===== config.mk =====
export PLATFORM = sky130hd
export DESIGN_NAME = dual_triangle_tone_mixer_unit
export DESIGN_NICKNAME = d
export VERILOG_FILES = /design/src/dttm_pkg.sv /design/src/dttm_inc_rom.sv /design/src/dual_triangle_tone_mixer_unit.sv
export SDC_FILE = /design/constraint.sdc
export NUM_CORES = 2
export LEC_CHECK = 0
export BUFFER_PORTS_ARGS = -buffer_cell sky130_fd_sc_hd__buf_2
export CAP_MARGIN = 10
export CORE_UTILIZATION = 40
export DETAILED_ROUTE_END_ITERATION = 10
export HOLD_SLACK_MARGIN = 0.03
export PLACE_DENSITY = 0.58
export SLEW_MARGIN = 10
export SYNTH_ARGS = -nofsm -noshare
export SYNTH_HDL_FRONTEND = slang
export SYNTH_SLANG_ARGS = --single-unit

===== constraint.sdc =====
create_clock -name i_clk -period 15.33 [get_ports i_clk]
set_clock_uncertainty 0.05 [all_clocks]
set_input_delay 3.066 -clock i_clk [delete_from_list [all_inputs] [get_ports i_clk]]
set_output_delay 3.066 -clock i_clk [all_outputs]
set_load 0.01 [all_outputs]

===== src/dttm_pkg.sv =====
// ----------------------------------------------------------------------------
// dttm_pkg
// Shared constants and the note-to-frequency function for the dual triangle
// tone mixer.
// ----------------------------------------------------------------------------
package dttm_pkg;

    localparam int unsigned SAMPLE_RATE_DEF = 44100;
    localparam int unsigned PHASE_BITS_DEF  = 32;

    localparam int unsigned KEY_W     = 7;
    localparam int unsigned KEY_COUNT = 1 << KEY_W;
    localparam int unsigned SAMPLE_W  = 16;

    localparam int unsigned KEYS_PER_OCTAVE = 12;
    localparam int          OCTAVE_BIAS     = 6;
    localparam int unsigned KEY_OFFSET      = 3;

    localparam logic [63:0] A4_HZ      = 64'd440;
    localparam logic [63:0] F16_SCALE  = 64'd65536;
    localparam logic [63:0] E10_SCALE  = 64'd10000000000;
    localparam logic [63:0] E10_HALF   = 64'd5000000000;

    // Twelfth roots of two, scaled by ten to the tenth.
    localparam logic [63:0] SEMITONE_E10 [KEYS_PER_OCTAVE] = '{
        64'd10000000000, 64'd10594630944, 64'd11224620483, 64'd11892071150,
        64'd12599210499, 64'd13348398542, 64'd14142135624, 64'd14983070769,
        64'd15874010520, 64'd16817928305, 64'd17817974363, 64'd18877486254
    };

    // Note frequency in Q16 Hz for a MIDI key; key zero gives zero.
    function automatic logic [63:0] key_f16(input int unsigned key);
        int unsigned u;
        int          oct;
        logic [63:0] f16;
        if (key == 0) begin
            return 64'd0;
        end
        u   = key + KEY_OFFSET;
        oct = int'(u / KEYS_PER_OCTAVE) - OCTAVE_BIAS;
        f16 = (A4_HZ * SEMITONE_E10[u % KEYS_PER_OCTAVE] * F16_SCALE + E10_HALF) / E10_SCALE;
        if (oct >= 0) begin
            f16 = f16 << oct;
        end else begin
            f16 = (f16 + (64'd1 << (-oct - 1))) >> (-oct);
        end
        return f16;
    endfunction

endpackage


===== src/dttm_inc_rom.sv =====
// ----------------------------------------------------------------------------
// dttm_inc_rom
// Constant table of per-sample phase increments, one entry per MIDI key.
// ----------------------------------------------------------------------------
module dttm_inc_rom #(
    parameter int unsigned SAMPLE_RATE = dttm_pkg::SAMPLE_RATE_DEF,
    parameter int unsigned PHASE_BITS  = dttm_pkg::PHASE_BITS_DEF
) (
    input  logic [dttm_pkg::KEY_W-1:0] i_key,
    output logic [PHASE_BITS-1:0]      o_inc
);

    logic [PHASE_BITS-1:0] w_tab [dttm_pkg::KEY_COUNT];

    // Each entry is worked out at elaboration and rounded half up.
    for (genvar k = 0; k < dttm_pkg::KEY_COUNT; k++) begin : g_tab
        localparam logic [63:0] F16 = dttm_pkg::key_f16(k);
        localparam logic [63:0] NUM = F16 << (PHASE_BITS - 16);
        localparam logic [63:0] INC = (NUM + 64'(SAMPLE_RATE / 2)) / 64'(SAMPLE_RATE);
        assign w_tab[k] = INC[PHASE_BITS-1:0];
    end

    assign o_inc = w_tab[i_key];

endmodule


===== src/dual_triangle_tone_mixer_unit.sv =====
// ----------------------------------------------------------------------------
// dual_triangle_tone_mixer_unit
// Two-voice triangle tone generator with dithered 16-bit output.
// ----------------------------------------------------------------------------
// One sample word is produced for every accepted key pair, and a new pair can
// be accepted on every clock cycle while the receiver does not stall. The
// input stage reads both phase accumulators and steps the dither LFSR. The
// second stage forms the two weighted triangle products. The third sums them
// and scales them to full range. The output register holds the dithered,
// rounded word. Each accepted key pair sets how far its voice's phase
// advances after the sample is taken; key zero holds that voice. The phase
// update, an increment table lookup and a PHASE_BITS-wide add, is the loop
// that sets the per-sample rate.
module dual_triangle_tone_mixer_unit #(
    parameter int unsigned SAMPLE_RATE = dttm_pkg::SAMPLE_RATE_DEF,
    parameter int unsigned PHASE_BITS  = dttm_pkg::PHASE_BITS_DEF
) (
    input  logic                          i_clk,
    input  logic                          i_rst_n,
    input  logic                          i_valid,
    output logic                          o_ready,
    input  logic [dttm_pkg::KEY_W-1:0]    i_melody_key,
    input  logic [dttm_pkg::KEY_W-1:0]    i_bass_key,
    output logic                          o_valid,
    input  logic                          i_ready,
    output logic [dttm_pkg::SAMPLE_W-1:0] o_sample_word
);

    localparam int unsigned TRI_W   = 32;
    localparam int unsigned WGT_W   = 16;
    localparam int unsigned PROD_W  = TRI_W + WGT_W;
    localparam int unsigned SCALE_W = 64;
    localparam int unsigned LFSR_W  = 16;

    localparam logic [WGT_W-1:0]      W_MELODY   = 16'd36045;
    localparam logic [WGT_W-1:0]      W_BASS     = 16'd29491;
    localparam logic [LFSR_W-1:0]     LFSR_TAPS  = 16'hB400;
    localparam logic [LFSR_W-1:0]     LFSR_SEED  = 16'hACE1;
    localparam logic [PHASE_BITS-1:0] PHASE_HALF = {1'b1, {(PHASE_BITS-1){1'b0}}};
    localparam logic [SCALE_W-1:0]    ROUND_HALF = 64'd1 << 47;
    localparam logic signed [SCALE_W-1:0] NEG_HALF = -(64'sd1 <<< 47);

    // Handshake enables, one per stage.
    logic w_en1, w_en2, w_en3, w_en_out, w_accept;

    logic r_s1_vld, r_s2_vld, r_s3_vld, r_out_vld;

    logic [PHASE_BITS-1:0] r_mel_phase, r_bass_phase, n_mel_phase, n_bass_phase;
    logic [PHASE_BITS-1:0] w_mel_inc, w_bass_inc;
    logic [LFSR_W-1:0]     r_lfsr, n_lfsr;

    logic [PHASE_BITS-1:0] w_mel_tri, w_bass_tri;
    logic [TRI_W-1:0]      w_mel_tri32, w_bass_tri32;

    logic [TRI_W-1:0]   r_s1_mel_tri, r_s1_bass_tri;
    logic [LFSR_W-1:0]  r_s1_lfsr;
    logic [PROD_W-1:0]  r_s2_mel_prod, r_s2_bass_prod;
    logic [LFSR_W-1:0]  r_s2_lfsr;
    logic [SCALE_W-1:0] r_s3_scaled;
    logic [LFSR_W-1:0]  r_s3_lfsr;

    logic [PROD_W-1:0]          w_mix;
    logic [SCALE_W-1:0]         n_scaled;
    logic [SCALE_W-1:0]         w_diff, w_rnd;
    logic [dttm_pkg::SAMPLE_W-1:0] n_sample, r_sample;

    assign w_en_out = !r_out_vld || i_ready;
    assign w_en3    = !r_s3_vld || w_en_out;
    assign w_en2    = !r_s2_vld || w_en3;
    assign w_en1    = !r_s1_vld || w_en2;
    assign o_ready  = w_en1;
    assign w_accept = i_valid && w_en1;

    dttm_inc_rom #(
        .SAMPLE_RATE (SAMPLE_RATE),
        .PHASE_BITS  (PHASE_BITS)
    ) u_mel_rom (
        .i_key (i_melody_key),
        .o_inc (w_mel_inc)
    );

    dttm_inc_rom #(
        .SAMPLE_RATE (SAMPLE_RATE),
        .PHASE_BITS  (PHASE_BITS)
    ) u_bass_rom (
        .i_key (i_bass_key),
        .o_inc (w_bass_inc)
    );

    always_comb begin
        n_mel_phase  = r_mel_phase + w_mel_inc;
        n_bass_phase = r_bass_phase + w_bass_inc;
        n_lfsr       = (r_lfsr >> 1) ^ (r_lfsr[0] ? LFSR_TAPS : '0);
        w_mel_tri    = (r_mel_phase >= PHASE_HALF) ? (r_mel_phase - PHASE_HALF)
                                                   : (PHASE_HALF - r_mel_phase);
        w_bass_tri   = (r_bass_phase >= PHASE_HALF) ? (r_bass_phase - PHASE_HALF)
                                                    : (PHASE_HALF - r_bass_phase);
    end

    // Triangle magnitudes are brought to a common 32-bit fraction.
    if (PHASE_BITS > TRI_W) begin : g_tri_narrow
        assign w_mel_tri32  = w_mel_tri[PHASE_BITS-1 -: TRI_W];
        assign w_bass_tri32 = w_bass_tri[PHASE_BITS-1 -: TRI_W];
    end else begin : g_tri_wide
        assign w_mel_tri32  = TRI_W'(w_mel_tri) << (TRI_W - PHASE_BITS);
        assign w_bass_tri32 = TRI_W'(w_bass_tri) << (TRI_W - PHASE_BITS);
    end

    // Full-scale multiply by 65535 is a shift and a subtract.
    always_comb begin
        w_mix    = r_s2_mel_prod + r_s2_bass_prod;
        n_scaled = (SCALE_W'(w_mix) << 16) - SCALE_W'(w_mix);
    end

    // The result lies between -1 and half the 16-bit range, so a negative
    // difference rounds either to zero or to minus one.
    always_comb begin
        w_diff = r_s3_scaled - (SCALE_W'(r_s3_lfsr) << 32);
        w_rnd  = w_diff + ROUND_HALF;
        if (w_diff[SCALE_W-1]) begin
            n_sample = ($signed(w_diff) <= NEG_HALF) ? '1 : '0;
        end else begin
            n_sample = w_rnd[SCALE_W-1 -: dttm_pkg::SAMPLE_W];
        end
    end

    always_ff @(posedge i_clk) begin
        if (!i_rst_n) begin
            r_mel_phase  <= '0;
            r_bass_phase <= '0;
            r_lfsr       <= LFSR_SEED;
            r_s1_vld     <= 1'b0;
            r_s2_vld     <= 1'b0;
            r_s3_vld     <= 1'b0;
            r_out_vld    <= 1'b0;
        end else begin
            if (w_accept) begin
                r_mel_phase  <= n_mel_phase;
                r_bass_phase <= n_bass_phase;
                r_lfsr       <= n_lfsr;
            end
            if (w_en1) begin
                r_s1_vld <= i_valid;
            end
            if (w_en2) begin
                r_s2_vld <= r_s1_vld;
            end
            if (w_en3) begin
                r_s3_vld <= r_s2_vld;
            end
            if (w_en_out) begin
                r_out_vld <= r_s3_vld;
            end
        end
    end

    always_ff @(posedge i_clk) begin
        if (w_accept) begin
            r_s1_mel_tri  <= w_mel_tri32;
            r_s1_bass_tri <= w_bass_tri32;
            r_s1_lfsr     <= n_lfsr;
        end
        if (w_en2 && r_s1_vld) begin
            r_s2_mel_prod  <= PROD_W'(r_s1_mel_tri) * PROD_W'(W_MELODY);
            r_s2_bass_prod <= PROD_W'(r_s1_bass_tri) * PROD_W'(W_BASS);
            r_s2_lfsr      <= r_s1_lfsr;
        end
        if (w_en3 && r_s2_vld) begin
            r_s3_scaled <= n_scaled;
            r_s3_lfsr   <= r_s2_lfsr;
        end
        if (w_en_out && r_s3_vld) begin
            r_sample <= n_sample;
        end
    end

    assign o_valid       = r_out_vld;
    assign o_sample_word = r_sample;

endmodule

==> impl_metrics.toml <==
[grt]
use_met1_pct = 28.61
grt_pass1_wl_um = 207300
global_route.usage.met3_pct = 2.116
total_congestion_overflow_after_global_routing = 0
grt_pass1_vias = 37870
grt_usage_pct = 21.30
grt_start_max_net_pins = 109
antenna_found_initial = 0
grt_busiest_layer = "met2"
grt.met2_usage_pct = 36.22

[logic_synthesis]
post_synth_instance_area_sq_mm = 0.04789
synth_ff_type = "sky130_fd_sc_hd__edfxtp_1"
ys_ff_latch = 371
syn_avg_cell_area_sq_um = 8.656
synthDistinctLibCells = 93
ys_seq_area_share_pct = 21.51
syn_nets = 6485
netlist_instances = 5533
number_of_synthesized_flops_with_an_enable_pin = 287
number_of_warning_messages_in_the_yosys_log = 0
synth-async-reset-ratio_pct = 0

[clocking]
clock_tree.buffer_depth = 3
cts-hold-fix-buffers = 0
cts_tree = "done"
root_buffer = "sky130_fd_sc_hd__clkbuf_16"
cts.sink_count = 371
clk_pin_slew_ps = 60
tritoncts.num_buffers = 43
cts_setup_buffers = 0
cts_resized = 0
htree_num_levels = 2
insertion_delay_ps = 600

[critical_path]
timing_worst_setup_path_type = "input pin to flip-flop"
critPathSlowestCell = "sky130_fd_sc_hd__a2111oi_0"
end_kind = "flip-flop"
cpMostUsedCell = "sky130_fd_sc_hd__a21o_1"
path_max_fanout = 21
crit_family = "compound AO/OA/AOI/OAI gates"
critPathArrivalTime_ps = 9070
cp_bufs_invs = 2
reg_to_reg_start = "r_s1_bass_tri[0]"
crit_chain = "buf_2, inv_1, ha_1, nand2_1, o21ai_0, and2_1, a31oi_1, a221oi_1, a211oi_1, a21oi_1, ha_1, a21o_1, a21o_1, a21o_1, a31o_2, a2111oi_0, o31ai_1, o21ai_0, a31oi_1, o41ai_1, xor2_1, nor2_1"
worst_r2r_endpoint = "r_s2_bass_prod[41]"
critPathLaunchType = "input pin"
r2r_cells = 21
critical_path_required_ps = 15730
reg2reg_slack_ps = 8200
max_stage_delay_ps = 680

[die]
num_io_pins = 36
floorplan.core_area_sq_mm = 0.1184
floorplan_row_count = 126
die-width_um = 348.0
floorplan.initialDensity_pct = 40.45
die_height_um = 348.0
die_area_sq_mm = 0.1211

[place]
place.detailed.instances = 6965
placement.io_buffers = 35
hpwl_dp_um = 104900
detailed_place.area_sq_mm = 0.04944
placer_s_final_routability_congestion_estimate = 0.9398

[drt]
detailedRoute.firstPassIterationCount = 6
final_antenna_net_count = 0
drt_first_iter_violations = 3024
detail_route.drc_violations = 0
wl_per_instance_um = 18.51
viasPerCell = 5.497
detail_route.wirelength_um = 130400
vias = 38720

[finish]
final_net_count = 6362
layout_cells_sized_above_1_pct = 4.060
layout-area-overhead-vs-synth_pct = 6.336
postLayoutCellArea_sq_mm = 0.05093
layout.cells.non_filler = 7044
fin_util_pct = 43.01
filler_cells = 11840
layout.cells.most_common = "sky130_fd_sc_hd__inv_1"
antenna_cells = 0
layout.cells.most_common_list = "sky130_fd_sc_hd__inv_1 (803), sky130_fd_sc_hd__ha_1 (568), sky130_fd_sc_hd__a21oi_1 (489), sky130_fd_sc_hd__nand2_1 (423), sky130_fd_sc_hd__fa_1 (366)"

[sta]
timing_worst_slew_pin_value_ps = 1133
final_hold_viol_count = 0
final-max-slew-violation-count = 0
period_minus_slack_ps = 8669
fin_tns_setup_ps = 0
max_freq_mhz = 115.4
rsz_0062_raised_after_global_routing = "false"
timing.final.crit_share_pct = 56.55
setup_violations = 0
relSlewSlack_pct = 24.39

[outcome]
outcome = "finished, final reports clean"

[worst_hold_path]
min-delay-path-class = "flip-flop to flip-flop"
worstHoldPathCells = 0
hold_path_startpoint = "r_s2_lfsr[8]"
hold-path-endpoint = "r_s3_lfsr[8]"

[flow_run]
maxCapViolations = 0
## through the flow
step	setup WS [ps]	hold WS, ps
6_report	6661	364.3
5_1_grt	6324	374.9
4_1_cts	6765	364.0
3_5_place_dp	6173	354.5
3_3_place_gp	6083	352.1
2_1_floorplan	3178	350.3
## registers in the layout, summed over array words and instances, names as in the netlist
| signal | flops |
|---|---|
| r_s1_mel_tri | 32 |
| r_s2_vld | 1 |
| r_s3_scaled | 64 |
| r_mel_phase | 32 |
| r_lfsr | 16 |
| o_sample_word | 16 |
| r_s1_lfsr | 16 |
| r_s2_bass_prod | 47 |
| o_valid | 1 |
| r_bass_phase | 32 |
| r_s1_vld | 1 |
| r_s3_vld | 1 |
| r_s2_lfsr | 16 |
| r_s2_mel_prod | 48 |
| r_s1_bass_tri | 32 |
| r_s3_lfsr | 16 |
## area by class of cell
type                    count  area [sq um]  share of cell area [%]
flip-flops and latches    371         10300                   20.23
well taps                1600          2002                   3.931
clock buffers              48          1105                   2.169
clock inverters            31         379.1                  0.7445
repair buffers             61         377.9                  0.7420
multi-input cells        4127         33730                   66.24
inverters                 806          3030                   5.951
## how the worst max path moves through the flow
stage | startpoint | end | slack, ps | cells past startpoint
detailed placement | i_bass_key[1] | r_bass_phase[31] | 6170 | 19
CTS | i_bass_key[1] | r_bass_phase[31] | 6770 | 19
finish | i_bass_key[1] | r_bass_phase[31] | 6660 | 22
global placement | i_bass_key[1] | r_bass_phase[31] | 6080 | 19
global route | i_bass_key[1] | r_bass_phase[31] | 6320 | 22
floorplan | i_ready | r_s2_bass_prod[0] | 3180 | 3
## kinds of logic after synthesis
group	after synthesis	synth area share [%]
AOI/OAI and AO/OA	1462	19.00
adders and majority gates	934	30.14
xor gates and xnor gates	311	5.703
and+or+nand+nor	1346	13.34
buffers and inverters	1035	8.115
DFF	371	21.51
muxes	74	2.202
## cells in the mapped netlist (45+ instances only)
cell type	count	area, sq um
sky130_fd_sc_hd__a21o_1	139	1044
sky130_fd_sc_hd__dfxtp_1	84	1682
sky130_fd_sc_hd__nor2_1	337	1265
sky130_fd_sc_hd__nand3_1	110	550.5
sky130_fd_sc_hd__nor2b_1	61	381.6
sky130_fd_sc_hd__a211oi_1	56	420.4
sky130_fd_sc_hd__clkbuf_1	192	720.7
sky130_fd_sc_hd__inv_1	804	3018
sky130_fd_sc_hd__o21bai_1	45	337.8
sky130_fd_sc_hd__nand2b_1	64	400.4
sky130_fd_sc_hd__fa_1	366	7327
sky130_fd_sc_hd__ha_1	568	7107
sky130_fd_sc_hd__o21ai_0	342	1712
sky130_fd_sc_hd__a31oi_1	75	469.2
sky130_fd_sc_hd__o211ai_1	57	427.9
sky130_fd_sc_hd__edfxtp_1	287	8618
sky130_fd_sc_hd__xnor2_1	180	1577
sky130_fd_sc_hd__nor3_1	100	500.5
sky130_fd_sc_hd__a21oi_1	489	2447
sky130_fd_sc_hd__xor2_1	130	1139
sky130_fd_sc_hd__nand2_1	424	1592
sky130_fd_sc_hd__o21a_1	49	367.9
## layer usage
layer  vias to the layer above  wire length (um)
li1                      18950                 -
met1                     18650             59130
met2                       917             62540
met3                       201              5140
met4                         0              3551
met5                         -                 0
## worst register-to-register path: stages, from the launching register on
cell and delay [ps]:
sky130_fd_sc_hd__edfxtp_1 610, sky130_fd_sc_hd__fa_1 630, sky130_fd_sc_hd__fa_1 430, sky130_fd_sc_hd__fa_1 520, sky130_fd_sc_hd__inv_1 50, sky130_fd_sc_hd__fa_1 530
sky130_fd_sc_hd__inv_1 50, sky130_fd_sc_hd__fa_1 550, sky130_fd_sc_hd__inv_1 60, sky130_fd_sc_hd__fa_1 540, sky130_fd_sc_hd__inv_1 40, sky130_fd_sc_hd__ha_1 360
sky130_fd_sc_hd__a21o_1 180, sky130_fd_sc_hd__a21o_1 160, sky130_fd_sc_hd__a21oi_1 160, sky130_fd_sc_hd__o21ai_0 150, sky130_fd_sc_hd__o31a_1 340, sky130_fd_sc_hd__o211a_1 290
sky130_fd_sc_hd__a22o_1 280, sky130_fd_sc_hd__o211ai_1 350, sky130_fd_sc_hd__o21ai_0 180, sky130_fd_sc_hd__xor2_1 390
Power is not shown: default switching activity piles up to over one toggle a cycle in this logic, so the estimate is an artifact.
